`src/rtl/pidff_pkg.sv`:
```
// Shared types, widths, codes and helper functions for the PID controller
// with feedforward. Every other file of the block imports this package.
// Depends on nothing.
package pidff_pkg;

  // Fixed-point format and field widths
  localparam int FRAC_BITS = 16;
  localparam int DATA_W    = 32;
  localparam int STEP_W    = 21;
  localparam int MODE_W    = 2;
  localparam int LIMIT_W   = 31;
  localparam int REG_IDX_W = 3;

  // Datapath widths
  localparam int PROD_W    = 2 * DATA_W;
  localparam int ES_W      = DATA_W + STEP_W;          // |error| * step
  localparam int DIFF_W    = DATA_W + 1;               // |error change|
  localparam int QUO_W     = DIFF_W + FRAC_BITS;       // |rate| quotient
  localparam int DIV_BITS  = 2;                        // quotient bits per cycle
  localparam int DIV_ITER  = (QUO_W + DIV_BITS - 1) / DIV_BITS;
  localparam int DIV_W     = DIV_ITER * DIV_BITS;
  localparam int DIV_CNT_W = $clog2(DIV_ITER + 1);
  localparam int INC_ACC_W = ES_W + DATA_W;
  localparam int D_ACC_W   = QUO_W + DATA_W;
  localparam int ACC_W     = (INC_ACC_W > D_ACC_W) ? INC_ACC_W : D_ACC_W;
  localparam int TERM_LOG  = 56;                       // terms limited to +-2^56
  localparam int TERM_W    = TERM_LOG + 2;             // signed term width
  localparam int MAG_W     = TERM_W - 1;               // term magnitude width
  localparam int SUM_W     = TERM_W + 2;               // four-term sum width
  localparam logic [MAG_W-1:0] TERM_MAX = MAG_W'(1) << TERM_LOG;

  // Loop mode codes
  typedef enum logic [MODE_W-1:0] {
    MODE_DISABLED = 2'd0,
    MODE_POSITION = 2'd1,
    MODE_VELOCITY = 2'd2,
    MODE_EFFORT   = 2'd3
  } loop_mode_t;

  // Configuration register indexes
  typedef enum logic [REG_IDX_W-1:0] {
    REG_LOOP_MODE = 3'd0,
    REG_GAIN_P    = 3'd1,
    REG_GAIN_I    = 3'd2,
    REG_GAIN_D    = 3'd3,
    REG_GAIN_FF   = 3'd4,
    REG_INT_LIMIT = 3'd5,
    REG_LIMIT_EN  = 3'd6
  } reg_index_t;

  // Multiplier operand selection
  typedef enum logic [2:0] {
    MUL_ES,   // |error| * step
    MUL_FF,   // |target| * |gain_ff|
    MUL_P,    // |error| * |gain_p|
    MUL_IL,   // low word of |error*step| * |gain_i|
    MUL_IH,   // high word of |error*step| * |gain_i|
    MUL_DL,   // low word of |rate| * |gain_d|
    MUL_DH    // high word of |rate| * |gain_d|
  } mul_sel_t;

  // Use of the registered product
  typedef enum logic [2:0] {
    ACC_NONE,
    ACC_ES,
    ACC_FF,
    ACC_P,
    ACC_LOAD,
    ACC_ADD_HI,
    ACC_INC,
    ACC_D
  } acc_op_t;

  // Configuration as seen by the datapath; gains held as sign and magnitude
  typedef struct packed {
    loop_mode_t          mode;
    logic [DATA_W-1:0]   gp_mag;
    logic                gp_neg;
    logic [DATA_W-1:0]   gi_mag;
    logic                gi_neg;
    logic [DATA_W-1:0]   gd_mag;
    logic                gd_neg;
    logic [DATA_W-1:0]   gff_mag;
    logic                gff_neg;
    logic [LIMIT_W-1:0]  int_limit;
    logic                limit_en;
    logic                clear;
  } cfg_t;

  // Controller to datapath commands
  typedef struct packed {
    logic      capture;
    logic      load_err;
    logic      div_start;
    mul_sel_t  mul_sel;
    acc_op_t   acc_op;
    logic      integ_upd;
    logic      sum1;
    logic      sum2;
    logic      zero_res;
    logic      out_load;
  } cmd_t;

  // Datapath to controller status
  typedef struct packed {
    logic mode_on;
    logic div_done;
    logic out_free;
  } status_t;

  // Magnitude of a signed word; the most negative value maps to 2^31
  function automatic logic [DATA_W-1:0] abs32(input logic signed [DATA_W-1:0] x);
    logic [DATA_W-1:0] neg_x;
    neg_x = DATA_W'(-x);
    return x[DATA_W-1] ? neg_x : DATA_W'(x);
  endfunction

  // Saturate a wide signed sum to a 32-bit word
  function automatic logic signed [DATA_W-1:0] sat32(input logic signed [SUM_W-1:0] v);
    logic [SUM_W-DATA_W:0] top;
    top = v[SUM_W-1:DATA_W-1];
    if (top == '0 || top == '1) begin
      return v[DATA_W-1:0];
    end else if (v[SUM_W-1]) begin
      return {1'b1, {(DATA_W-1){1'b0}}};
    end else begin
      return {1'b0, {(DATA_W-1){1'b1}}};
    end
  endfunction

  // Limit a shifted product magnitude to the term limit
  function automatic logic [MAG_W-1:0] sat_mag(input logic [ACC_W-1:0] q);
    if (q > ACC_W'(TERM_MAX)) begin
      return TERM_MAX;
    end else begin
      return q[MAG_W-1:0];
    end
  endfunction

  // Apply a sign to a term magnitude
  function automatic logic signed [TERM_W-1:0] signed_term(input logic [MAG_W-1:0] mag,
                                                           input logic neg);
    logic [TERM_W-1:0] ext;
    ext = {1'b0, mag};
    return neg ? -ext : ext;
  endfunction

endpackage

```
`src/rtl/pidff_regs.sv`:
```
// Configuration register file: loop mode, gains, integral clamp.
// Depends on pidff_pkg; gains are stored as sign and magnitude.
module pidff_regs (
  input  logic                           clk,
  input  logic                           rst,
  input  logic                           write_enable,
  input  logic [pidff_pkg::REG_IDX_W-1:0] reg_index,
  input  logic [pidff_pkg::DATA_W-1:0]    write_data,
  output pidff_pkg::cfg_t                 cfg
);
  import pidff_pkg::*;

  loop_mode_t          mode;
  logic [DATA_W-1:0]   gp_mag, gi_mag, gd_mag, gff_mag;
  logic                gp_neg, gi_neg, gd_neg, gff_neg;
  logic [LIMIT_W-1:0]  int_limit;
  logic                limit_en;
  logic [DATA_W-1:0]   data_mag;

  assign data_mag = abs32($signed(write_data));

  // Write one register per transaction; unknown indexes are dropped
  always_ff @(posedge clk) begin
    if (rst) begin
      mode      <= MODE_DISABLED;
      gp_mag    <= '0;
      gp_neg    <= 1'b0;
      gi_mag    <= '0;
      gi_neg    <= 1'b0;
      gd_mag    <= '0;
      gd_neg    <= 1'b0;
      gff_mag   <= '0;
      gff_neg   <= 1'b0;
      int_limit <= '0;
      limit_en  <= 1'b0;
    end else if (write_enable) begin
      case (reg_index)
        REG_LOOP_MODE: mode <= loop_mode_t'(write_data[MODE_W-1:0]);
        REG_GAIN_P: begin
          gp_mag <= data_mag;
          gp_neg <= write_data[DATA_W-1];
        end
        REG_GAIN_I: begin
          gi_mag <= data_mag;
          gi_neg <= write_data[DATA_W-1];
        end
        REG_GAIN_D: begin
          gd_mag <= data_mag;
          gd_neg <= write_data[DATA_W-1];
        end
        REG_GAIN_FF: begin
          gff_mag <= data_mag;
          gff_neg <= write_data[DATA_W-1];
        end
        REG_INT_LIMIT: int_limit <= write_data[LIMIT_W-1:0];
        REG_LIMIT_EN:  limit_en  <= write_data[0];
        default: ;
      endcase
    end
  end

  // Present configuration; a mode write also clears the loop state
  always_comb begin
    cfg.mode      = mode;
    cfg.gp_mag    = gp_mag;
    cfg.gp_neg    = gp_neg;
    cfg.gi_mag    = gi_mag;
    cfg.gi_neg    = gi_neg;
    cfg.gd_mag    = gd_mag;
    cfg.gd_neg    = gd_neg;
    cfg.gff_mag   = gff_mag;
    cfg.gff_neg   = gff_neg;
    cfg.int_limit = int_limit;
    cfg.limit_en  = limit_en;
    cfg.clear     = write_enable && (reg_index == REG_LOOP_MODE);
  end

endmodule

```
`config.mk`:
```
export PLATFORM = sky130hd
export DESIGN_NAME = pidff_regs
export DESIGN_NICKNAME = d
export VERILOG_FILES = /design/src/rtl/pidff_pkg.sv /design/src/rtl/pidff_regs.sv
export SDC_FILE = /design/constraint.sdc
export NUM_CORES = 1
export LEC_CHECK = 0
export ABC_AREA = 1
export BUFFER_PORTS_ARGS = -buffer_cell sky130_fd_sc_hd__buf_2
export CORE_UTILIZATION = 45
export DETAILED_ROUTE_END_ITERATION = 12
export GPL_TIMING_DRIVEN = 0
export PLACE_DENSITY = 0.73
export REMOVE_ABC_BUFFERS = 1
export SLEW_MARGIN = 15
export SYNTH_ARGS = -nofsm -noshare
export SYNTH_HDL_FRONTEND = slang
export SYNTH_SLANG_ARGS = --single-unit
```
`constraint.sdc`:
```
create_clock -name clk -period 1.5 [get_ports clk]
set_clock_uncertainty 0.15 [all_clocks]
set_input_delay 0.225 -clock clk [delete_from_list [all_inputs] [get_ports clk]]
set_output_delay 0.225 -clock clk [all_outputs]
set_load 0.03 [all_outputs]
```
## Yosys cells after proc, flatten, opt, wreduce, memory -nomap -nowiden

Index checks and enable logic that the tools add are counted.

- Bits in registers: 166
- Input port bits: 38
- Output and inout bits: 167

- $add $sub $neg: 1
- Equality and inequality tests: 6
- Muxes and demuxes: 1
- Reductions and logical operators: 9

Operator list:

| cell | number |
|---|---|
| 2-to-1 mux 32 bit | 1 |
| negation 32 bit | 1 |
| AND reduction 2 bit | 7 |
| == test 3 bit, second input constant | 3 |
| == test 3 x 2 -> 1 bit, second input constant | 2 |
| == test 3 x 1 -> 1 bit, second input constant | 1 |
| zero test 3 bit | 1 |
| logical AND 1 bit | 1 |

## Depth between registers and ports, before layout

Gate-level depths: netlist (run 1).

- Depth after elaboration: 2
- Depth in mapped cells: 11

## Least setup slack after synthesis (run 1)

OpenSTA, ideal clock, no wires.

- Path type: input -> register
- Start point: input port write_data[1] in the netlist's numbering
- End point: register gi_mag[24]
- Library setup time: 0.109 ns
- Data arrival time: 1.337 ns
- Required time: 1.241 ns
- Path slack: -0.096 ns
- Stages on the path: 11
- Buffers on the path: 0
- Cell sequence: inv_1 -> ha_1 -> nand3_2 -> nor2_2 -> nand2_1 -> nand2_4 -> nand3_1 -> nand2_2 -> nand3_1 -> nand2_1 -> inv_1

- Cells in the longest elaborated chain, start to end: 2

RTL lines:

| what | RTL line | RTL |
|---|---|---|
| start: declaration | pidff_regs.sv:8 | `input logic [pidff_pkg::DATA_W-1:0] write_data,` |
| negation 32 bit | pidff_pkg.sv:114 | `neg_x = DATA_W'(-x);` |
| 2-to-1 mux 32 bit | pidff_pkg.sv:115 | `return x[DATA_W-1] ? neg_x : DATA_W'(x);` |
| end signal: assignment | pidff_regs.sv:44 | `gi_mag <= data_mag;` |
| end: declaration | pidff_regs.sv:14 | `logic [DATA_W-1:0] gp_mag, gi_mag, gd_mag, gff_mag;` |

No other way between the ends.
A chain may end at the register's enable or synchronous reset.

## Worst setup path in the final report (run 1)

- Start point: input port reg_index[0] in the netlist's numbering
- End point: register gp_mag[18]

- Cells in the longest elaborated chain, start to end: 2

RTL lines:

| what | RTL line | RTL |
|---|---|---|
| start: declaration | pidff_regs.sv:7 | `input logic [pidff_pkg::REG_IDX_W-1:0] reg_index,` |
| == test 3 x 1 -> 1 bit | pidff_regs.sv:37 | `case (reg_index)` |
| AND reduction 2 bit (no source line) | -- |  |
| end signal: assignment | pidff_regs.sv:40 | `gp_mag <= data_mag;` |
| end: declaration | pidff_regs.sv:14 |  |

No other way between the ends.

==> metrics.yaml, run 1 <==
synth.distinct_cells: 31
drt_pass1_iterations: 5
drive_gt1_frac: 0.240
io_buffers: 204
cts_root_buf: "clkbuf_16"
fp.dieH_um: 130
detail-route-antenna-nets: 0
cts_max_level: 4
worst_pin_slew_ns: 0.841
cts_tree: "yes"
cts_buffer_depth: 2
status: "finished clean"
timing.fmax_ghz: 0.690
critPathKind: "primary input to flip-flop"
post-route-period-util: 0.966
cp_max_fo: 13
multi_input_area_um2: 3210
avgSynthCellArea_um2: 7.03
cap_violations: 0
grt_pass1_wl_um: 32100
finalInstanceArea_um2: 9560
ios: 205
arrival_ns: 1.64
wl_per_cell_um: 14.9
fin_crit_ns: 1.45
syn_inst: 1042
routed_wl_um: 22200
async_reset_ff_frac: 0
rsz0062_at_grt: "true"
cp.required_ns: 1.69
ys.warnings.count: 0
final-max-slew-violation-count: 0
core_um2: 15900
num_rows: 46
p_per_area_nw_per_um2: 1080
startpoint_type: "primary input"
netlist_area_um2: 7330
synth-seq-cells: 166
yosysMostFrequentCell: "nor2_1"
yosysTopAreaCell: "dfxtp_1"
ys_seq_area_frac: 0.454
post-route-util: 0.602
placed_cells: 1410
slew_headroom: 0.439
syn2layout_area_growth_pct: 30.5
dp_hpwl_um: 14400
synth-edff-count: 0
placed_area_um2: 8470
grt_usage: 0.246
drc: 0
vdd_drop_max_uv: 826
fin_nets: 1302
fin_total_pwr_mw: 10.3
avgViaCountPerCell: 4.87
antenna_found_initial: 3
clk_latency_ns: 0.43
synth_area_leaders: "dfxtp_1 45%, nor2_1 10%, inv_1 7.5%"
clkTransAtPathRegs_ns: 0.07
die_area_um2: 16800
synth.top_cell.area_share: 0.454
vias: 7276
grt_max_degree: 86
place_congestion: 0.844
p_leak_nw: 5.17
synth-main-ff-cell: "dfxtp_1"
grt_pass1_vias: 6358
initial_core_util: 0.461
register_area_um2: 3320
num-fill-cells: 1505
hold_class: "primary input to flip-flop"
finalHoldViolCount: 0
die_w_um: 130
cts-buffers-inserted: 17
final_cell_count_no_fill: 1495
clock_sinks: 166
drt_iter0_drc: 448
grt_overflow: 0
finalSetupTns_ns: 0
setup_viol: 0
netlist_top_cells_count: "199 x nor2_1, 166 x dfxtp_1, 147 x inv_1, 137 x nand2_1, 99 x o21ai_0"
end_kind: "flip-flop"
==> cell families after synthesis <==
| family | count (synthesis) | synth area share |
|---|---|---|
| and+or+nand+nor | 455 | 0.269 |
| buffers and inverters | 213 | 0.117 |
| AOI/OAI and AO/OA | 199 | 0.147 |
| adders and majority gates | 1 | 0.00171 |
| xor gates and xnor gates | 8 | 0.0116 |
| DFF | 166 | 0.454 |
==> what timing repair did <==
item / CTS / global route
hold endpoints to repair: 36 / 0
setup endpoints to repair: 126 / 97
gates resized for setup: 6 / 9
buffers inserted: 0 / 16
hold buffers: 29 / 0
pin swaps: 2 / 8
gates cloned: 0 / 4
==> power by group <==
group / internal (mW) / total (mW) / switching, mW
combinational: 0.437 / 1.42 / 0.980
sequential: 4.56 / 4.64 / 0.0762
clock: 2.34 / 4.26 / 1.92
total: 7.34 / 10.3 / 2.97
==> final cells by class <==
cell class / count / area share
diodes: 3 / 0.000785
clock buffers: 18 / 0.0459
clock inverters: 14 / 0.0131
inverters: 155 / 0.0623
multi-input cells: 667 / 0.336
flip-flops and latches: 166 / 0.348
well taps: 216 / 0.0283
repair buffers: 256 / 0.166
==> flip-flops by register name, summed over array words and instances, names as in the netlist <==
signal / flops
int_limit: 31
gd_neg: 1
limit_en: 1
gff_neg: 1
mode: 2
gi_mag: 32
gp_mag: 32
gp_neg: 1
gd_mag: 32
gff_mag: 32
gi_neg: 1
==> per-stage QoR <==
stage | setup WS [ns] | hold slack (ns)
after global routing | -0.0318 | 0.0126
after floorplan | -0.576 | 0.144
after global placement | -2.39 | 0.316
after detailed placement | -0.742 | 0.318
after CTS | -0.250 | 0.0000329
final | 0.0508 | 0.0152
==> final timing paths <==
path         depth (start not counted)  slack [ns]           start             to
max                                  8        0.05    reg_index[0]     gp_mag[18]
max reg2reg                          4        0.58       gp_mag[3]      gp_mag[3]
min                                  3        0.02  write_data[12]  int_limit[12]
min reg2reg                          2        0.33      gff_mag[1]     gff_mag[1]
==> layout by cell type, fill, tap and decap left out, types with 2 or more instances in the layout <==
cell type      Yosys  final
buf_12             0      3
a21oi_1           57     57
nor2_4             4      7
nand2_1          137    137
inv_6              0      4
o21a_1            16     16
buf_16             0      2
buf_2             28    202
xor2_1             6      5
clkbuf_16          0     17
nand4_1            3      3
xor2_2             2      3
nand2_2            8      8
inv_2              8      8
nand4_2            2      2
o21bai_1          10     10
clkinv_2           0      4
clkinvlp_4         0      4
nand2_4            2      2
dfxtp_1          166    166
nand3b_1           2      2
buf_4              6     17
clkinv_4           0      2
o21ai_1           11     11
nor2_2             4      6
buf_8              0      2
nor2_1           199    198
nand3_1           87     87
diode_2            0      3
nand3_2            5      4
dlygate4sd3_1      0     29
inv_1            147    144
o21ai_0           99     99
o211ai_1           5      5
==> routing by layer <==
metal,vias to the layer above,share of wire,GRT usage
li1,3718,-,-
met1,3266,0.45,0.323
met2,236,0.46,0.388
met3,56,0.054,0.0479
met4,0,0.034,0.120
met5,-,0,0
==> worst max-delay path, cell delays in order <==
cell     delay (ns)
buf_2          0.11
inv_2          0.06
nor2_1         0.15
inv_2          0.14
nor2_2         0.65
nand3_1        0.17
nand2_1        0.09
inv_1          0.03
(Power assumes the default switching activity.)
==> run 2, diff against run 1 <==
- CELL_PAD_IN_SITES_DETAIL_PLACEMENT: not set -> 1
- CELL_PAD_IN_SITES_GLOBAL_PLACEMENT: not set -> 1
- CORE_UTILIZATION: 45 -> 33
- PLACE_DENSITY: 0.73 -> not set
- PLACE_DENSITY_LB_ADDON: not set -> 0.1
==> run 2 against run 1 <==
  * Worst hold slack improved by 0.0098 ns
  * Die area increased by 36%
  * Sequential share of layout area is 1.1 points lower
  * Flip-flop and latch count unchanged
  * Clock-buffer cell count grew 3
  * Utilization fell by 15 points
  * Final cell count rose by 4.3%
  * Maximum frequency increased by 0.76%
  * Combinational power increased by 5%
  * Via count is 2.2% higher
  * Setup slack better by 0.011 ns
==> metrics.yaml, run 2 (synthesis gave the netlist of run 1 again) <==
finalHoldViolCount: 0  # unchanged
clk_latency_ns: 0.43  # about the same
cts_tree: "yes"
grt_pass1_wl_um: 39600  # +24%
p_leak_nw: 5.24  # +1.2%
drt_iter0_drc: 309  # -31%
ios: 205  # unchanged
p_per_area_nw_per_um2: 1070  # -0.79%
arrival_ns: 1.61  # -0.03 ns
post-route-util: 0.452  # -0.150
switching_share: 0.292  # +0.00326
cap_violations: 0  # unchanged
p_seq_frac: 0.440  # -0.010
slowest_delay_ns: 0.21  # -0.44 ns
die_w_um: 151  # +17%
path_cells: "buf_2 > nor2_1 > inv_1 > nor2_4 > buf_12 > buf_12 > clkinvlp_4 > o21ai_0 > inv_1"
initial_core_util: 0.336  # -0.125
finalInstanceArea_um2: 9860  # +3.1%
syn2layout_area_growth_pct: 34.6
drc: 0  # unchanged
layout_commonest_cell: "buf_2"
drt_pass1_iterations: 5  # unchanged
avgViaCountPerCell: 4.77  # -2.0%
fp.dieH_um: 151  # +17%
cts_root_buf: "clkbuf_16"
dp_hpwl_um: 17700  # +23%
worst_pin_slew_ns: 0.855  # +0.0148 ns
grt_pass1_vias: 7289  # +15%
cts-buffers-inserted: 17  # unchanged
clock_sinks: 166  # unchanged
cp.required_ns: 1.68  # about the same
fin_nets: 1304  # +0.15%
placed_area_um2: 8620  # +1.8%
cp_max_fo: 27  # +14
setup_viol: 0  # unchanged
clkTransAtPathRegs_ns: 0.07  # about the same
timing.fmax_ghz: 0.695  # +0.76%
io_buffers: 204  # unchanged
wl_per_cell_um: 16.9  # +14%
place_congestion: 0.723  # -14%
vias: 7438  # +2.2%
startpoint_type: "primary input"
num-fill-cells: 2843  # +89%
critical_path_buf_inv_count: 6  # +2
fin_crit_ns: 1.44  # -0.0109 ns
status: "finished clean"
p_int_mw: 7.47  # +1.9%
post-route-period-util: 0.959  # -0.00729
grt_max_degree: 49  # -43%
routed_wl_um: 26400  # +19%
rsz0062_at_grt: "true"
final-max-slew-violation-count: 0  # unchanged
drive_gt1_frac: 0.254  # +0.0145
die_area_um2: 22800  # +36%
num_rows: 54  # +17%
vdd_drop_max_uv: 723  # -12%
p_comb_frac: 0.141  # +0.004
core_um2: 21800  # +37%
slew_headroom: 0.429  # -0.00989
clkPwrFrac: 0.419  # +0.006
detail-route-antenna-nets: 0  # unchanged
cts_buffer_depth: 2  # unchanged
final_cell_mix: "201 x buf_2, 192 x nor2_1, 166 x dfxtp_1"
antenna_found_initial: 3  # unchanged
grt_overflow: 0  # unchanged
grt_usage: 0.229  # -0.0178
crit_slowest_cell: "o21ai_0"
crit_family: "buffers and inverters"
hold_class: "primary input to flip-flop"
end_kind: "flip-flop"
switchingPower_mw: 3.08  # +3.5%
critPathKind: "primary input to flip-flop"
cts_max_level: 4  # unchanged
==> run 2: final cells by class <==
| class | count | area [µm²] | area share |
|---|---|---|---|
| Timing Repair Buffer | 257 | 1700 | 0.172 |
| Tap cell | 280 | 350 | 0.0355 |
| Clock inverter | 11 | 115 | 0.0117 |
| Clock buffer | 21 | 470 | 0.0477 |
| Timing Repair inverter | 2 | 15.0 | 0.00152 |
| Antenna cell | 2 | 5.00 | 0.000508 |
| Sequential cell | 166 | 3320 | 0.337 |
| Multi-Input combinational cell | 666 | 3280 | 0.332 |
| Inverter | 155 | 606 | 0.0614 |
==> run 2: through the flow <==
stage | setup WS (ns) | instances | setup TNS, ns | total power [mW] | hold slack (ns)
after floorplan | -0.576 | 984 | -40.18 | 5.55 | 0.144
after global placement | -2.84 | 1468 | -325.10 | 6.03 | 0.300
after detailed placement | -0.814 | 1478 | -85.36 | 6.09 | 0.307
after CTS | -0.0293 | 1551 | -0.163 | 10.6 | 0.000988
after global routing | -0.0207 | 1560 | -0.173 | 11.0 | 0.0353
final | 0.0617 | 1560 | 0 | 10.6 | 0.0251
==> run 2: layer usage <==
| layer | vias to the layer above | track usage | routed length, µm |
|---|---|---|---|
| met2 | 145 | 0.381 | 12600 |
| met4 | 0 | 0.0780 | 508 |
| met1 | 3553 | 0.289 | 12100 |
| met3 | 25 | 0.0509 | 1150 |
| li1 | 3715 | - | - |
| met5 | - | 0 | 0 |
==> run 2: power by group through the flow <==
stage / combinational (mW) / clock [mW] / sequential, mW
floorplan: 0.520 / 0 / 5.03
detailed placement: 1.35 / 0 / 4.74
global route: 1.64 / 4.67 / 4.65
CTS: 1.45 / 4.51 / 4.64
global placement: 1.30 / 0 / 4.74
finish: 1.49 / 4.42 / 4.64
==> run 2: timing repair <==
item                       CTS  global route
pin swaps                    4            11
setup endpoints to repair   96            88
hold endpoints to repair    33             0
gates resized for setup     13            39
hold buffers                29             0
gates cloned                 2             5
setup buffers               10             3
==> run 2: final timing paths <==
path              slack, ns            end      startpoint  cells past startpoint
hold / removal         0.03  int_limit[12]  write_data[12]                      3
setup / recovery       0.06     gff_mag[8]    reg_index[1]                      9
hold reg to reg        0.32     gff_mag[1]      gff_mag[1]                      2
setup reg to reg       0.58      gd_mag[9]       gd_mag[9]                      3
==> run 2: worst min-delay path, cell delays in order <==
cell and delay [ns]:
buf_2 0.14, inv_1 0.12, a21oi_1 0.07
==> run 3, diff against run 2 <==
- CORE_UTILIZATION: 33 -> 34
- CTS_BUF_LIST: not set -> sky130_fd_sc_hd__clkbuf_8
==> run 3 against run 2 <==
  * Clock power shrank 30%
  * Clock-buffer cell count shrank 3
  * Flip-flop and latch count is the same
  * Global-route usage grew 0.42 points
  * Combinational power is essentially flat
  * Setup slack gained 0.0025 ns
  * Highest routed layer unchanged
==> metrics.yaml, run 3 (synthesis gave the netlist of run 1 again) <==
hp-start: "write_data[17]"
cts_root_buf: "clkbuf_8"
path_cells: "buf_2 > inv_2 > nor2_1 > inv_2 > nor2_4 > buf_12 > o21ai_0 > a21oi_1"
r2r_end: "gd_mag[9]"
cts_tree: "yes"
timing.final.ws_setup_ns: 0.0642  # +0.00252 ns
vias: 7435  # -0.040%
crit_family: "simple AND/OR/NAND/NOR gates"
clock_sinks: 166  # unchanged
cap_violations: 0  # unchanged
drc: 0  # unchanged
die_area_um2: 22100  # -2.9%
detail-route-antenna-nets: 0  # unchanged
reg2regPathDepth: 3  # unchanged
end_kind: "flip-flop"
antenna_found_initial: 2  # -1
finalHoldViolCount: 0  # unchanged
slew_headroom: 0.507  # +0.0781
pre_cts_slack_ns: -0.802  # +0.0124 ns
grt_usage: 0.233  # +0.00416
slowest_delay_ns: 0.52  # +0.31 ns
place_congestion: 0.769  # +6.4%
arrival_ns: 1.67  # +0.06 ns
r2r_start: "gd_mag[9]"
hold_class: "primary input to flip-flop"
cts-buffers-inserted: 17  # unchanged
grt_pass1_wl_um: 39600  # about the same
critical_path_buf_inv_count: 4  # -2
clk_latency_ns: 0.45  # +0.02 ns
clkTransAtPathRegs_ns: 0.09  # +0.02 ns
dp_hpwl_um: 17800  # +0.53%
path_common_cell: "inv_2"
num-fill-cells: 2760  # -2.9%
avgViaCountPerCell: 4.80  # +0.60%
fp.dieH_um: 149  # -1.5%
r2r_slack_ns: 0.55  # -0.03 ns
cts_buffer_depth: 2  # unchanged
syn2layout_area_growth_pct: 29.7
startpoint: "reg_index[0]"
wl_per_cell_um: 16.5  # -2.5%
fin_nets: 1299  # -0.38%
critPathKind: "primary input to flip-flop"
cp_max_fo: 36  # +33%
drt_pass1_iterations: 5  # unchanged
rsz0062_at_grt: "true"
num_rows: 53  # -1.9%
hold-worst-slack_ns: 0.0199  # -0.00518 ns
p_per_area_nw_per_um2: 968  # -9.6%
initial_core_util: 0.347  # +0.0117
routed_wl_um: 25600  # -3.1%
grt_overflow: 0  # unchanged
layout_commonest_cell: "buf_2"
status: "finished clean"
hold_depth: 4  # +1
post-route-util: 0.451  # -0.00115
final-max-slew-violation-count: 0  # unchanged
cp.required_ns: 1.73  # +0.05 ns
post-route-period-util: 0.957  # -0.00168
ios: 205  # unchanged
grt_pass1_vias: 7094  # -2.7%
drive_gt1_frac: 0.240  # -0.0139
worst_pin_slew_ns: 0.738  # -0.117 ns
final_cell_mix: "201 x buf_2, 196 x nor2_1, 166 x dfxtp_1"
fin_total_pwr_mw: 9.20  # -13%
vdd_drop_max_uv: 478  # -34%
drt_iter0_drc: 270  # -13%
holdPathEnd: "gff_mag[17]"
die_w_um: 149  # -1.5%
io_buffers: 204  # unchanged
timing.fmax_ghz: 0.696  # +0.18%
crit_slowest_cell: "nor2_4"
startpoint_type: "primary input"
setup_viol: 0  # unchanged
fin_crit_ns: 1.44  # -0.00252 ns
p_leak_nw: 5.09  # -2.8%
core_um2: 21100  # -3.4%
grt_max_degree: 66  # +35%
cts_max_level: 4  # unchanged
[run 3: cell count changes in the layout (fill, tap and decap cells not counted), sizes merged]
cell          delta
buf              -5
inv              +5
clkinvlp         -5
bufinv           -1
nand2            -1
clkbuf           -5
dlygate4sd3      +6
clkinv           +2
dlymetal6s4s     -1
[run 3: area by class of cell]
class	instances	area, µm²	area share
inverter	155	593	0.0624
multi-input combinational	665	3230	0.340
sequential	166	3320	0.350
antenna	2	5.00	0.000527
clock buffer	18	248	0.0261
timing repair buffer	255	1640	0.172
clock inverter	14	119	0.0125
tap	275	344	0.0362
[run 3: worst reg2reg max path: cells and delay by family (launching register included)]
kind | cells | cell delay [ns]
DFF | 1 | 0.33
AOI/OAI and AO/OA | 2 | 0.32
buffers and inverters | 1 | 0.06
[run 3: worst max path at each step]
stage                     to  slack (ns)  cells after the start
2_1_floorplan      gd_mag[3]       -0.58                      6
6_report       int_limit[23]        0.06                      8
3_5_place_dp       gp_mag[4]       -0.80                      6
4_1_cts            gd_mag[9]        0.02                      7
5_1_grt        int_limit[17]       -0.02                      6
3_3_place_gp      gd_mag[15]       -2.76                      4
[run 3: routing by layer]
metal,vias to the layer above,GRT usage,part of all wire
li1,3702,-,-
met1,3529,0.310,0.46
met2,182,0.383,0.47
met3,22,0.0425,0.057
met4,0,0.0673,0.012
met5,-,0,0
[run 3: stage by stage]
stage	cell area, µm²	setup TNS (ns)	cells
6_report	9500	0	1550
5_1_grt	9500	-0.0884	1550
4_1_cts	9370	0	1542
3_5_place_dp	8630	-83.23	1473
3_3_place_gp	8410	-317.38	1463
2_1_floorplan	7050	-40.18	984
[run 3: power by group]
part | internal (mW) | switching, mW | leakage (nW)
Sequential | 4.56 | 0.0765 | 1.35
Combinational | 0.451 | 1.02 | 3.56
Clock | 1.24 | 1.86 | 0.185
[run 3: repair_timing]
action                     CTS  global route
gates resized for setup      7            17
pin swaps                    4             9
hold buffers                32             2
hold endpoints to repair    42             2
gates cloned                 2             0
setup endpoints to repair   84            55
buffers inserted             3             5
