**src/rtl/pidff_pkg.sv**
```systemverilog
// Shared types, widths, codes and helper functions for the PID controller
// with feedforward. Every other file of the block imports this package.
// Depends on nothing.
package pidff_pkg;

  // Fixed-point format and field widths
  localparam int FRAC_BITS = 16;
  localparam int DATA_W    = 32;
  localparam int STEP_W    = 21;
  localparam int MODE_W    = 2;
  localparam int LIMIT_W   = 31;
  localparam int REG_IDX_W = 3;

  // Datapath widths
  localparam int PROD_W    = 2 * DATA_W;
  localparam int ES_W      = DATA_W + STEP_W;          // |error| * step
  localparam int DIFF_W    = DATA_W + 1;               // |error change|
  localparam int QUO_W     = DIFF_W + FRAC_BITS;       // |rate| quotient
  localparam int DIV_BITS  = 2;                        // quotient bits per cycle
  localparam int DIV_ITER  = (QUO_W + DIV_BITS - 1) / DIV_BITS;
  localparam int DIV_W     = DIV_ITER * DIV_BITS;
  localparam int DIV_CNT_W = $clog2(DIV_ITER + 1);
  localparam int INC_ACC_W = ES_W + DATA_W;
  localparam int D_ACC_W   = QUO_W + DATA_W;
  localparam int ACC_W     = (INC_ACC_W > D_ACC_W) ? INC_ACC_W : D_ACC_W;
  localparam int TERM_LOG  = 56;                       // terms limited to +-2^56
  localparam int TERM_W    = TERM_LOG + 2;             // signed term width
  localparam int MAG_W     = TERM_W - 1;               // term magnitude width
  localparam int SUM_W     = TERM_W + 2;               // four-term sum width
  localparam logic [MAG_W-1:0] TERM_MAX = MAG_W'(1) << TERM_LOG;

  // Loop mode codes
  typedef enum logic [MODE_W-1:0] {
    MODE_DISABLED = 2'd0,
    MODE_POSITION = 2'd1,
    MODE_VELOCITY = 2'd2,
    MODE_EFFORT   = 2'd3
  } loop_mode_t;

  // Configuration register indexes
  typedef enum logic [REG_IDX_W-1:0] {
    REG_LOOP_MODE = 3'd0,
    REG_GAIN_P    = 3'd1,
    REG_GAIN_I    = 3'd2,
    REG_GAIN_D    = 3'd3,
    REG_GAIN_FF   = 3'd4,
    REG_INT_LIMIT = 3'd5,
    REG_LIMIT_EN  = 3'd6
  } reg_index_t;

  // Multiplier operand selection
  typedef enum logic [2:0] {
    MUL_ES,   // |error| * step
    MUL_FF,   // |target| * |gain_ff|
    MUL_P,    // |error| * |gain_p|
    MUL_IL,   // low word of |error*step| * |gain_i|
    MUL_IH,   // high word of |error*step| * |gain_i|
    MUL_DL,   // low word of |rate| * |gain_d|
    MUL_DH    // high word of |rate| * |gain_d|
  } mul_sel_t;

  // Use of the registered product
  typedef enum logic [2:0] {
    ACC_NONE,
    ACC_ES,
    ACC_FF,
    ACC_P,
    ACC_LOAD,
    ACC_ADD_HI,
    ACC_INC,
    ACC_D
  } acc_op_t;

  // Configuration as seen by the datapath; gains held as sign and magnitude
  typedef struct packed {
    loop_mode_t          mode;
    logic [DATA_W-1:0]   gp_mag;
    logic                gp_neg;
    logic [DATA_W-1:0]   gi_mag;
    logic                gi_neg;
    logic [DATA_W-1:0]   gd_mag;
    logic                gd_neg;
    logic [DATA_W-1:0]   gff_mag;
    logic                gff_neg;
    logic [LIMIT_W-1:0]  int_limit;
    logic                limit_en;
    logic                clear;
  } cfg_t;

  // Controller to datapath commands
  typedef struct packed {
    logic      capture;
    logic      load_err;
    logic      div_start;
    mul_sel_t  mul_sel;
    acc_op_t   acc_op;
    logic      integ_upd;
    logic      sum1;
    logic      sum2;
    logic      zero_res;
    logic      out_load;
  } cmd_t;

  // Datapath to controller status
  typedef struct packed {
    logic mode_on;
    logic div_done;
    logic out_free;
  } status_t;

  // Magnitude of a signed word; the most negative value maps to 2^31
  function automatic logic [DATA_W-1:0] abs32(input logic signed [DATA_W-1:0] x);
    logic [DATA_W-1:0] neg_x;
    neg_x = DATA_W'(-x);
    return x[DATA_W-1] ? neg_x : DATA_W'(x);
  endfunction

  // Saturate a wide signed sum to a 32-bit word
  function automatic logic signed [DATA_W-1:0] sat32(input logic signed [SUM_W-1:0] v);
    logic [SUM_W-DATA_W:0] top;
    top = v[SUM_W-1:DATA_W-1];
    if (top == '0 || top == '1) begin
      return v[DATA_W-1:0];
    end else if (v[SUM_W-1]) begin
      return {1'b1, {(DATA_W-1){1'b0}}};
    end else begin
      return {1'b0, {(DATA_W-1){1'b1}}};
    end
  endfunction

  // Limit a shifted product magnitude to the term limit
  function automatic logic [MAG_W-1:0] sat_mag(input logic [ACC_W-1:0] q);
    if (q > ACC_W'(TERM_MAX)) begin
      return TERM_MAX;
    end else begin
      return q[MAG_W-1:0];
    end
  endfunction

  // Apply a sign to a term magnitude
  function automatic logic signed [TERM_W-1:0] signed_term(input logic [MAG_W-1:0] mag,
                                                           input logic neg);
    logic [TERM_W-1:0] ext;
    ext = {1'b0, mag};
    return neg ? -ext : ext;
  endfunction

endpackage

```
**src/rtl/pidff_ctrl.sv**
```systemverilog
// Controller: sequences one sample through the datapath, one step a state.
// Depends on pidff_pkg for the command and status structs.
module pidff_ctrl (
  input  logic               clk,
  input  logic               rst,
  input  logic               in_valid,
  output logic               in_ready,
  input  pidff_pkg::status_t status,
  output pidff_pkg::cmd_t    cmd
);
  import pidff_pkg::*;

  typedef enum logic [4:0] {
    ST_IDLE,
    ST_ZERO,
    ST_LOAD,
    ST_ES,
    ST_FF,
    ST_P,
    ST_IL,
    ST_IH,
    ST_INC_ADD,
    ST_INC_SAT,
    ST_INTEG,
    ST_WAIT_DIV,
    ST_DL,
    ST_DH,
    ST_D_ADD,
    ST_D_SAT,
    ST_SUM1,
    ST_SUM2,
    ST_WRITE
  } state_t;

  state_t state;
  logic   accept;

  assign accept = in_valid && in_ready;

  // Advance state; ready is registered alongside it
  always_ff @(posedge clk) begin
    if (rst) begin
      state    <= ST_IDLE;
      in_ready <= 1'b1;
    end else begin
      case (state)
        ST_IDLE: begin
          if (accept) begin
            in_ready <= 1'b0;
            state    <= status.mode_on ? ST_LOAD : ST_ZERO;
          end
        end
        ST_ZERO:     state <= ST_WRITE;
        ST_LOAD:     state <= ST_ES;
        ST_ES:       state <= ST_FF;
        ST_FF:       state <= ST_P;
        ST_P:        state <= ST_IL;
        ST_IL:       state <= ST_IH;
        ST_IH:       state <= ST_INC_ADD;
        ST_INC_ADD:  state <= ST_INC_SAT;
        ST_INC_SAT:  state <= ST_INTEG;
        ST_INTEG:    state <= ST_WAIT_DIV;
        ST_WAIT_DIV: begin
          if (status.div_done) begin
            state <= ST_DL;
          end
        end
        ST_DL:       state <= ST_DH;
        ST_DH:       state <= ST_D_ADD;
        ST_D_ADD:    state <= ST_D_SAT;
        ST_D_SAT:    state <= ST_SUM1;
        ST_SUM1:     state <= ST_SUM2;
        ST_SUM2:     state <= ST_WRITE;
        ST_WRITE: begin
          if (status.out_free) begin
            state    <= ST_IDLE;
            in_ready <= 1'b1;
          end
        end
        default: begin
          state    <= ST_IDLE;
          in_ready <= 1'b1;
        end
      endcase
    end
  end

  // Decode datapath commands from state
  always_comb begin
    cmd         = '0;
    cmd.mul_sel = MUL_ES;
    cmd.acc_op  = ACC_NONE;
    cmd.capture = accept;
    case (state)
      ST_ZERO: cmd.zero_res = 1'b1;
      ST_LOAD: cmd.load_err = 1'b1;
      ST_ES: begin
        cmd.mul_sel   = MUL_ES;
        cmd.div_start = 1'b1;
      end
      ST_FF: begin
        cmd.mul_sel = MUL_FF;
        cmd.acc_op  = ACC_ES;
      end
      ST_P: begin
        cmd.mul_sel = MUL_P;
        cmd.acc_op  = ACC_FF;
      end
      ST_IL: begin
        cmd.mul_sel = MUL_IL;
        cmd.acc_op  = ACC_P;
      end
      ST_IH: begin
        cmd.mul_sel = MUL_IH;
        cmd.acc_op  = ACC_LOAD;
      end
      ST_INC_ADD: cmd.acc_op = ACC_ADD_HI;
      ST_INC_SAT: cmd.acc_op = ACC_INC;
      ST_INTEG:   cmd.integ_upd = 1'b1;
      ST_DL:      cmd.mul_sel = MUL_DL;
      ST_DH: begin
        cmd.mul_sel = MUL_DH;
        cmd.acc_op  = ACC_LOAD;
      end
      ST_D_ADD:   cmd.acc_op = ACC_ADD_HI;
      ST_D_SAT:   cmd.acc_op = ACC_D;
      ST_SUM1:    cmd.sum1 = 1'b1;
      ST_SUM2:    cmd.sum2 = 1'b1;
      ST_WRITE:   cmd.out_load = status.out_free;
      default: ;
    endcase
  end

  a_accept_drops_ready: assert property (@(posedge clk) disable iff (rst)
    accept |=> !in_ready)
    else $error("ready stayed high after a transaction");
  a_disabled_path: assert property (@(posedge clk) disable iff (rst)
    (accept && !status.mode_on) |=> (state == ST_ZERO))
    else $error("disabled-mode sample did not take the zero path");
  a_quotient_ready: assert property (@(posedge clk) disable iff (rst)
    (state == ST_DL) |-> status.div_done)
    else $error("derivative multiply started before the divider finished");

endmodule

```
**config.mk**
```make
export PLATFORM = sky130hd
export DESIGN_NAME = pidff_ctrl
export DESIGN_NICKNAME = d
export VERILOG_FILES = /design/src/rtl/pidff_pkg.sv /design/src/rtl/pidff_ctrl.sv
export SDC_FILE = /design/constraint.sdc
export NUM_CORES = 1
export LEC_CHECK = 0
export ABC_AREA = 1
export BUFFER_PORTS_ARGS = -buffer_cell sky130_fd_sc_hd__buf_2
export CAP_MARGIN = 20
export CORE_MARGIN = 2
export CORE_UTILIZATION = 44
export CTS_CLUSTER_SIZE = 8
export DETAILED_ROUTE_END_ITERATION = 8
export PLACE_DENSITY = 0.74
export SLEW_MARGIN = 25
export SYNTH_ARGS = -nofsm -noshare
export SYNTH_HDL_FRONTEND = slang
export SYNTH_SLANG_ARGS = --single-unit
```
**constraint.sdc**
```tcl
create_clock -name clk -period 1.1 [get_ports clk]
set_input_delay 0.055 -clock clk [delete_from_list [all_inputs] [get_ports clk]]
set_output_delay 0.055 -clock clk [all_outputs]
set_load 0.01 [all_outputs]
```
==> out/qor.yml, run 1 <==
outcome: "did not finish"
lastStage: "global routing (5_1_grt)"
error_line: "[ERROR DPL-0038] Utilization greater than 100%, impossible to legalize"
ys_seq_area_share_pct: 18.2
synthTopCellsByArea: "dfxtp_1 18%, nand2_1 12%, nor2_4 10%"
synth_top_cell_by_area: "dfxtp_1"
synth_ff_type: "dfxtp_1"
dp_cells: 154
root_buffer: "clkbuf_4"
yosysMostFrequentCell: "nand2_1"
fp-row-count: 13
synth_seq_cells: 6
synth_top_area_share_pct: 18.2
io_pins: 21
synth_cell_types: 24
ys_warn_count: 0
synth_edf_count: 0
cts_sinks: 6
dpl_worst_slack_ps: -203
synthArstFlopShare_pct: 0
place.detailed.hpwl_microns: 1640
cts-buffers-inserted: 3
fp.dieW_microns: 42.8
worst-ep-kind: "register data pin"
cts_hold_buf: 0
syn_inst: 103
numPortBuffers: 20
start_util_pct: 48.9
die_y_microns: 42.8
cts_buffer_depth: 2
htreeDepth: 1
synth_nets: 109
yosys-top-cells-count: "21 x nand2_1, 10 x inv_1, 10 x nor2_1"
grt_max_degree: 8
globalplace.congestion: 0.929
syn-cell-area_sq_um: 661
avgSynthCellArea_sq_um: 6.41
grt-worst-endpoint: "state[0]$_SDFFE_PP0P_/D"
[per-stage QoR]
step / instance area [sq um] / util (%)
after floorplan: 678 / -
after global placement: 926 / 68.6
after detailed placement: 926 / 68.6
after CTS: 1300 / 96.0
[repair_timing]
item	in CTS
pin swaps	13
setup endpoints to repair	19
buffers inserted	27
resized for setup	42
[cells by family after synthesis]
family | synth area share, %
flip-flops | 18.2
buffers and inverters | 11.7
AO/OA/AOI/OAI | 11.6
AND/OR/NAND/NOR | 58.5
==> run 2, diff against run 1 <==
--- a/config.mk
+++ b/config.mk
@@ -8,11 +8,10 @@
 export ABC_AREA = 1
 export BUFFER_PORTS_ARGS = -buffer_cell sky130_fd_sc_hd__buf_2
 export CAP_MARGIN = 20
-export CORE_MARGIN = 2
-export CORE_UTILIZATION = 44
-export CTS_CLUSTER_SIZE = 8
+export CORE_AREA = 2 2 63 65
 export DETAILED_ROUTE_END_ITERATION = 8
-export PLACE_DENSITY = 0.74
+export DIE_AREA = 0 0 65 67
+export PLACE_DENSITY_LB_ADDON = 0.15
 export SLEW_MARGIN = 25
 export SYNTH_ARGS = -nofsm -noshare
 export SYNTH_HDL_FRONTEND = slang
==> constraint.sdc (replaced) <==
create_clock -name clk -period 1.43 [get_ports clk]
set_input_delay 0.0715 -clock clk [delete_from_list [all_inputs] [get_ports clk]]
set_output_delay 0.0715 -clock clk [all_outputs]
set_load 0.01 [all_outputs]
==> run 2 against run 1 <==
The flow now finishes without violations; synthesized cell count unchanged; area after synthesis did not move.
==> out/qor.yml, run 2 <==
grt_max_degree: 8
worstRegToRegCells: 8
ir_drop_mv: 0.521
leakagePower_uw: 0.000531
rsz0062_at_grt: "true"
maxSlewViolCount: 0
synth_cell_types: 24
max_freq_mhz: 734
clk_pin_slew_ps: 40
largest_reg_flops: 5
largest_register: "state"
synth_edf_count: 0
max_stage_delay_ps: 400
ys_seq_area_share_pct: 18.2
whs_endpoint: "state[1]"
cts_sinks: 6
reg2reg_to: "state[2]"
seq_area_sq_um: 130
ys_warn_count: 0
antenna_found_initial: 0
slew_headroom_pct: 85.6
root_buffer: "clkbuf_8"
synth-compound-area-share_pct: 11.6
routedWlPerCell_microns: 11.5
synth_nets: 109
fill_cells: 418
synth_top_area_share_pct: 18.2
arrival_ps: 1290
die_y_microns: 67
avgSynthCellArea_sq_um: 6.41
synthAdderAreaFrac_pct: 0
globalRouteTotalUtil_pct: 10.5
drtAntennaViolNets: 0
finalClockSkew_ps: 5.15
clock_latency_ps: 230
crit_family: "flip-flops"
dp_cells: 177
setup_viol: 0
min_from: "rst"
tightest_slew_ps: 216
drtPass1Iterations: 4
crit_path_end_kind: "output pin"
clkPwrFrac_pct: 17.6
nNetsFinal: 144
final_cells: 184
pwr-share-comb_pct: 62.0
synth_top_cell_by_area: "dfxtp_1"
layout_common_cells: "20 x buf_2, 19 x nand2_1, 12 x buf_4, 10 x inv_1, 10 x nor2_1"
synth_seq_cells: 6
layout_commonest_cell: "buf_2"
critical_path_class: "flip-flop to output pin"
placed_area_sq_um: 862
syn-cell-area_sq_um: 661
multi_input_area_sq_um: 479
layout_min_cycle_time_ps: 1360
drc: 0
p_per_area_nw_per_um2: 1600
fp.dieW_microns: 65
outcome: "finished clean"
synth-simple-area-share_pct: 58.5
start_util_pct: 18.3
worst_path_max_delay_cell: "dfxtp_4"
cp_cell_sequence: "inv_2, nor2_2, nand2_2, buf_4, nor2_1, buf_2"
numPortBuffers: 20
syn_inst: 103
cts_tree: "built"
synthMuxAreaShare_pct: 0
critPathMaxFanout: 5
viasPerCell: 4.29
drive_gt1_share_pct: 52.9
io_pins: 21
cp-start-kind: "flip-flop"
cp.depth: 6
swShare_pct: 47.0
yosys-top-cells-count: "21 x nand2_1, 10 x inv_1, 10 x nor2_1"
dieArea_sq_um: 4360
final_area_sq_um: 960
r2r_setup_slack_ps: 100
p_sw_uw: 721
grt_pass1_wl_microns: 3420
synthXorXnorAreaFrac_pct: 0
synth_top_family_by_area: "simple AND/OR/NAND/NOR gates"
fp-row-count: 22
globalplace.congestion: 0.823
synth_ff_type: "dfxtp_1"
critPathRequiredTime_ps: 1360
power.share.sequential_pct: 20.4
fin_setup_tns_ps: 0
max_cap_violations: 0
largestRegisters: "state (5), in_ready (1)"
reg2reg_from: "state[4]"
core_sq_um: 3610
place.detailed.hpwl_microns: 1760
grt_pass1_vias: 734
totalWireLength_microns: 2110
yosysMostFrequentCell: "nand2_1"
hold_violations: 0
vias: 789
crit_buf_inv: 3
hold_class: "input port to flip-flop"
synthTopCellsByArea: "dfxtp_1 18%, nand2_1 12%, nor2_4 10%"
areaGrowthSynthToFinish_pct: 45.3
whs_path_depth: 2
diodes: 0
drt-initial-drc-count: 17
cts-buffers-inserted: 3
htreeDepth: 1
synthArstFlopShare_pct: 0
overflow: 0
period_share_pct: 95.2
p_int_uw: 815
cts_buffer_depth: 2
[run 2: cell counts after synthesis]
Identical to the previous run, type by type.
[run 2: worst register-to-register path: cells and delay by family, from the launching register on]
| family | cells | cell delay [ps] |
|---|---|---|
| buffers and inverters | 2 | 230 |
| and+or+nand+nor | 3 | 220 |
| DFF | 1 | 380 |
| AOI/OAI and AO/OA | 3 | 400 |
[run 2: kinds of logic (layout without fill, tap and decap cells)]
family,after synthesis,in the layout
compound gates,13,13
buf+inv,17,50
flops,6,6
simple gates,67,67
[run 2: area by class of cell]
class | count | share of cell area (%)
clock buffer | 3 | 4.30
tap | 48 | 6.26
inverter | 15 | 6.13
multi-input combinational | 80 | 49.9
sequential | 6 | 13.6
timing repair buffer | 32 | 19.8
[run 2: worst max path at each step]
stage	from	to	slack [ps]
3_5_place_dp	state[1]	state[0]	-30
4_1_cts	state[0]	cmd[2]	-9
6_report	state[0]	cmd[2]	70
2_1_floorplan	state[1]	state[0]	230
5_1_grt	state[0]	cmd[2]	-3
3_3_place_gp	state[1]	state[2]	-40
[run 2: repair_timing]
action,4_1_cts,5_1_grt
hold buffers,0,0
resized for setup,4,6
pin swaps,0,2
setup buffers,0,4
setup endpoints to repair,11,9
[run 2: through the flow]
step                util, %  setup WS [ps]  total power [uW]  hold slack, ps
floorplan                 -            227               915             134
global placement       23.9          -41.1              1210             344
detailed placement     23.9          -28.9              1200             348
CTS                    25.3          -8.85              1500            96.0
global route           26.6          -2.61              1670            94.6
finish                 26.6           68.2              1540            96.8
[run 2: power groups by stage]
| stage | Sequential [uW] | Combinational, uW | Clock, uW |
|---|---|---|---|
| floorplan | 285 | 630 | 0 |
| global placement | 294 | 919 | 0 |
| detailed placement | 296 | 901 | 0 |
| CTS | 303 | 918 | 276 |
| global route | 319 | 1070 | 284 |
| finish | 313 | 952 | 271 |
[run 2: routing by layer]
metal | share of wire, % | up-vias | global-route usage, %
met5 | 0 | - | 0
met3 | 4.5 | 7 | 3.04
met1 | 44 | 354 | 11.8
met4 | 2.9 | 0 | 5.05
li1 | - | 405 | -
met2 | 49 | 23 | 18.0
Power figures use the tool's default switching activity.
==> run 3, diff against run 2 <==
--- a/config.mk
+++ b/config.mk
@@ -5,7 +5,6 @@
 export SDC_FILE = /design/constraint.sdc
 export NUM_CORES = 1
 export LEC_CHECK = 0
-export ABC_AREA = 1
 export BUFFER_PORTS_ARGS = -buffer_cell sky130_fd_sc_hd__buf_2
 export CAP_MARGIN = 20
 export CORE_AREA = 2 2 63 65
==> run 3 against run 2 <==
The flow now finishes with violations (negative setup slack); die area unchanged; register-to-register slack got worse by 120 ps; non-clock buffer count is 3 higher; setup slack worse by 98 ps; area after synthesis is 16% lower; maximum frequency down 6.7%; largest cell class unchanged; highest routed layer unchanged; flip-flop and latch count unchanged; clock-buffer cell count stayed put; via count shrank 9.9%; combinational power shrank 7.0%.
==> out/qor.yml, run 3 <==
outcome: "finished with violations"
violations: "negative setup slack"
critPathMaxFanout: 5
pwr-share-comb_pct: 60.9
layout_min_cycle_time_ps: 1460
layout_common_cells: "20 x buf_2, 12 x buf_4, 8 x nor2_1, 8 x a21oi_1, 6 x inv_1"
clkPwrFrac_pct: 18.0
cts_hold_buf: 0
synth_cell_types: 30
yosys-top-cells-count: "8 x a21oi_1, 8 x nor2_1, 7 x nor3_1"
highest_layer: "met4"
arrival_ps: 1390
fp.dieW_microns: 65
cts_setup_buffers: 0
max_freq_mhz: 685
htreeDepth: 1
globalRouteTotalUtil_pct: 8.75
fin_ws_ps: -29.4
core_sq_um: 3610
p_sw_uw: 611
vias: 711
power.share.sequential_pct: 21.0
tightest_slew_ps: 332
slew_headroom_pct: 77.8
dieArea_sq_um: 4360
p_int_uw: 841
grt_pass1_wl_microns: 2920
die_y_microns: 67
ir_drop_mv: 0.299
largest_reg_flops: 5
nNetsFinal: 123
cts_buffer_depth: 2
synth_top_area_share_pct: 21.7
leakagePower_uw: 0.000384
power.total_uw: 1450
clk_pin_slew_ps: 30
drt-met1-wl_microns: 806
largestRegisters: "state (5), in_ready (1)"
maxSlewViolCount: 0
p_per_area_nw_per_um2: 1650
globalplace.congestion: 0.802
layout_commonest_cell: "buf_2"
viasPerCell: 4.36
final_area_sq_um: 880
start_util_pct: 15.3
grt_pass1_vias: 620
synth_top_cell_by_area: "dfxtp_1"
critPathRequiredTime_ps: 1360
routedWlPerCell_microns: 11.3
fill_cells: 410
crit_path_end_kind: "output pin"
areaGrowthSynthToFinish_pct: 59.0
largest_register: "state"
synthTopCellsByArea: "dfxtp_1 22%, a21oi_1 7.2%, nor3_1 6.3%"
cts_sinks: 6
avgSynthCellArea_sq_um: 6.58
io_pins: 21
synth_ff_type: "dfxtp_1"
drtPass1Iterations: 4
numPortBuffers: 20
synth_seq_cells: 6
hold_class: "input port to flip-flop"
ys_warn_count: 0
finalClockSkew_ps: 5.25
rsz0062_at_grt: "true"
synth_edf_count: 0
setup_viol: 5
placed_area_sq_um: 800
grt_max_degree: 16
dpl_worst_slack_ps: -37.6
syn_inst: 84
met2_length_microns: 910
swShare_pct: 42.1
period_share_pct: 102
drt-initial-drc-count: 19
syn-cell-area_sq_um: 553
synthArstFlopShare_pct: 0
wl_met3_microns: 110
diodes: 0
drive_gt1_share_pct: 42.6
antenna_found_initial: 0
synth_nets: 90
place.detailed.hpwl_microns: 1440
max_cap_violations: 0
totalWireLength_microns: 1840
overflow: 0
ys_seq_area_share_pct: 21.7
root_buffer: "clkbuf_8"
critical_path_class: "flip-flop to output pin"
drtAntennaViolNets: 0
clock_latency_ps: 230
cts_tree: "built"
fp-row-count: 22
hold_violations: 0
drc: 0
cp-start-kind: "flip-flop"
cts-buffers-inserted: 3
[run 3: worst max-delay path, cell delays in order, from the launching register on]
cell	delay, ps
dfxtp_2	330
buf_6	110
or3b_4	360
o21ai_1	80
a21oi_1	70
nor2_1	70
buf_2	130
[run 3: metrics by stage]
step / hold slack [ps] / instances / TNS (ps) / util (%)
floorplan: 141 / 84 / 0 / -
global placement: 346 / 160 / -18.0 / 22.2
detailed placement: 340 / 160 / -54.3 / 22.2
CTS: 100 / 163 / -144 / 23.9
global route: 119 / 163 / -774 / 24.4
finish: 113 / 163 / -84.7 / 24.4
[run 3: cells by family after synthesis]
logic type	synth area share (%)
and+or+nand+nor	40.0
AOI/OAI and AO/OA	23.8
buffers and inverters	9.73
DFF	21.7
xor gates and xnor gates	4.75
[run 3: repair_timing]
item | 4_1_cts | 5_1_grt
pin swaps | 2 | 1
resized for setup | 9 | 3
endpoints found under the setup margin | 11 | 12
[run 3: final timing paths]
path	slack, ps	cells past startpoint	start	end
setup / recovery	-30	6	state[3]	cmd[6]
hold / removal	110	2	rst	state[4]
setup reg to reg	-20	4	state[4]	state[0]
hold reg to reg	520	2	in_ready	in_ready
[run 3: area by class of cell]
| cell class | instances | area, sq um | area share [%] |
|---|---|---|---|
| multi-input cells | 65 | 407 | 46.2 |
| clock buffers | 3 | 41.3 | 4.69 |
| well taps | 48 | 60.1 | 6.83 |
| flip-flops and latches | 6 | 125 | 14.2 |
| repair buffers | 35 | 224 | 25.5 |
| inverters | 6 | 22.5 | 2.56 |
[run 3: routing by layer]
layer | up-vias | track usage, %
met3 | 2 | 3.38
met4 | 0 | 1.60
met2 | 18 | 14.6
met5 | - | 0
met1 | 332 | 10.8
li1 | 359 | -
[run 3: power by group through the flow]
stage	logic [uW]	clock network, uW	registers (uW)
3_3_place_gp	843	0	293
3_5_place_dp	833	0	292
2_1_floorplan	521	0	267
5_1_grt	978	278	316
6_report	885	262	305
4_1_cts	878	270	301
==> run 4, diff against run 3 <==
--- a/config.mk
+++ b/config.mk
@@ -10,7 +10,8 @@
 export CORE_AREA = 2 2 63 65
 export DETAILED_ROUTE_END_ITERATION = 8
 export DIE_AREA = 0 0 65 67
-export PLACE_DENSITY_LB_ADDON = 0.15
+export GPL_TIMING_DRIVEN = 0
+export PLACE_DENSITY = 0.33
 export SLEW_MARGIN = 25
 export SYNTH_ARGS = -nofsm -noshare
 export SYNTH_HDL_FRONTEND = slang
==> run 4 against run 3 <==
The flow still finishes with violations (negative setup slack); clock power is 6% lower; non-clock buffer count is 3 lower; setup slack worse by 34 ps; sequential share of layout area is 0.26 points higher; sequential power is 5% lower; worst hold slack worse by 6.3 ps; maximum frequency is 2.3% lower; die area stayed put; clock skew is 3.6 ps lower; clock-buffer cell count stayed put; wire length is 4.0% higher; utilization is 0.52 points higher; largest power group unchanged.
==> out/qor.yml, run 4 (synthesized netlist as in run 3, its figures left out) <==
drtPass1Iterations: 4
tightest_slew_ps: 288
slew_headroom_pct: 80.7
finalClockSkew_ps: 1.67
layout_common_cells: "20 x buf_2, 8 x a21oi_1, 7 x buf_4, 6 x nor3_1, 6 x nor2_1"
period_share_pct: 104
critPathMaxFanout: 7
rsz0062_at_grt: "true"
leakagePower_uw: 0.000374
dp_cells: 152
layout_min_cycle_time_ps: 1490
numPortBuffers: 20
io_pins: 21
place.detailed.hpwl_microns: 1410
worst_path_max_delay_cell: "or3b_4"
diodes: 0
cp_cell_sequence: "or3b_4, or3_1, nand4_1, o22ai_1"
cts_tree: "built"
hold_violations: 0
grt_max_degree: 11
vias: 724
htreeDepth: 1
clock_latency_ps: 220
drive_gt1_share_pct: 47.3
viasPerCell: 4.53
max_stage_delay_ps: 440
ir_drop_mv: 0.313
cts_sinks: 6
drtAntennaViolNets: 0
globalRouteTotalUtil_pct: 9.28
cts-buffers-inserted: 3
hold_class: "input port to flip-flop"
critical_path_class: "flip-flop to flip-flop"
outcome: "finished with violations"
routedWlPerCell_microns: 12.0
antenna_found_initial: 0
largest_reg_flops: 5
cp-start-kind: "flip-flop"
totalWireLength_microns: 1910
dieArea_sq_um: 4360
root_buffer: "clkbuf_8"
violations: "negative setup slack"
drc: 0
maxSlewViolCount: 0
fill_cells: 409
nNetsFinal: 120
max_cap_violations: 0
cts_hold_buf: 0
areaGrowthSynthToFinish_pct: 62.4
layout_commonest_cell: "buf_2"
core_sq_um: 3610
fp-row-count: 22
fp.dieW_microns: 65
fin_util_pct: 24.9
die_y_microns: 67
arrival_ps: 1590
p_per_area_nw_per_um2: 1720
cts_buffer_depth: 2
critPathRequiredTime_ps: 1530
largestRegisters: "state (5), in_ready (1)"
max_freq_mhz: 670
crit_path_end_kind: "flip-flop"
globalplace.congestion: 0.769
grt_pass1_wl_microns: 3080
final_cells: 160
fin_ws_ps: -63.5
start_util_pct: 15.3
largest_register: "state"
grt_pass1_vias: 620
overflow: 0
drt-initial-drc-count: 16
setup_viol: 5
clk_pin_slew_ps: 30
run 4: cell types whose count changed in the layout (fill, tap and decap cells not counted), moves of 2 or more:
cell,delta
buf_4,-5
buf_6,-2
clkbuf_4,+2
dfxtp_2,-2
dfxtp_4,+2
nand2b_1,-2
nor2_1,-2
nor2_2,+2
nor3_1,+2
nor3_2,-2
run 4: final timing paths:
check | start | to | slack, ps | depth (start not counted)
worst max-delay path | state[3] | state[0] | -60 | 4
worst max register to register | state[3] | state[0] | -60 | 4
worst min-delay path | rst | state[3] | 110 | 2
worst min register to register | in_ready | in_ready | 550 | 2
run 4: layout make-up:
class	count	area, sq um	area share, %
multi-input cells	65	437	48.6
repair buffers	25	138	15.3
clock buffers	3	41.3	4.60
inverters	6	22.5	2.51
well taps	48	60.1	6.69
plain buffers	7	70.1	7.80
flip-flops and latches	6	130	14.5
run 4: metal layers:
layer,wire (microns),vias to the layer above,GRT usage [%]
met4,10,0,2.39
met3,95,2,3.21
li1,-,360,-
met1,837,345,11.7
met2,969,17,15.1
met5,0,-,0
run 4: repair_timing:
item                                    CTS  global route
endpoints found under the setup margin   13            14
gates resized for setup                  23            14
gates cloned                              0             0
setup buffers                             5             0
pin swaps                                 4             3
run 4: critical path: cells and delay by family (launching register included):
kind            cells  cell delay [ps]
simple gates        3              940
flops               1              360
compound gates      1               70
run 4: where the power goes:
group | switching, uW | leakage [uW] | internal [uW] | total (uW)
Clock | 66.1 | 0.0000216 | 180 | 246
Combinational | 514 | 0.000301 | 494 | 1010
Sequential | 63.4 | 0.0000515 | 227 | 290
Total | 644 | 0.000374 | 901 | 1540
run 4: through the flow:
stage	power [uW]	hold slack, ps	area [sq um]	setup slack [ps]	TNS [ps]
after detailed placement	1010	339	718	-126	-609
after global routing	1670	117	898	-129	-767
after floorplan	788	141	558	22.1	0
after CTS	1470	107	863	-56.2	-284
after global placement	1020	336	718	-132	-680
final	1540	107	898	-63.5	-216
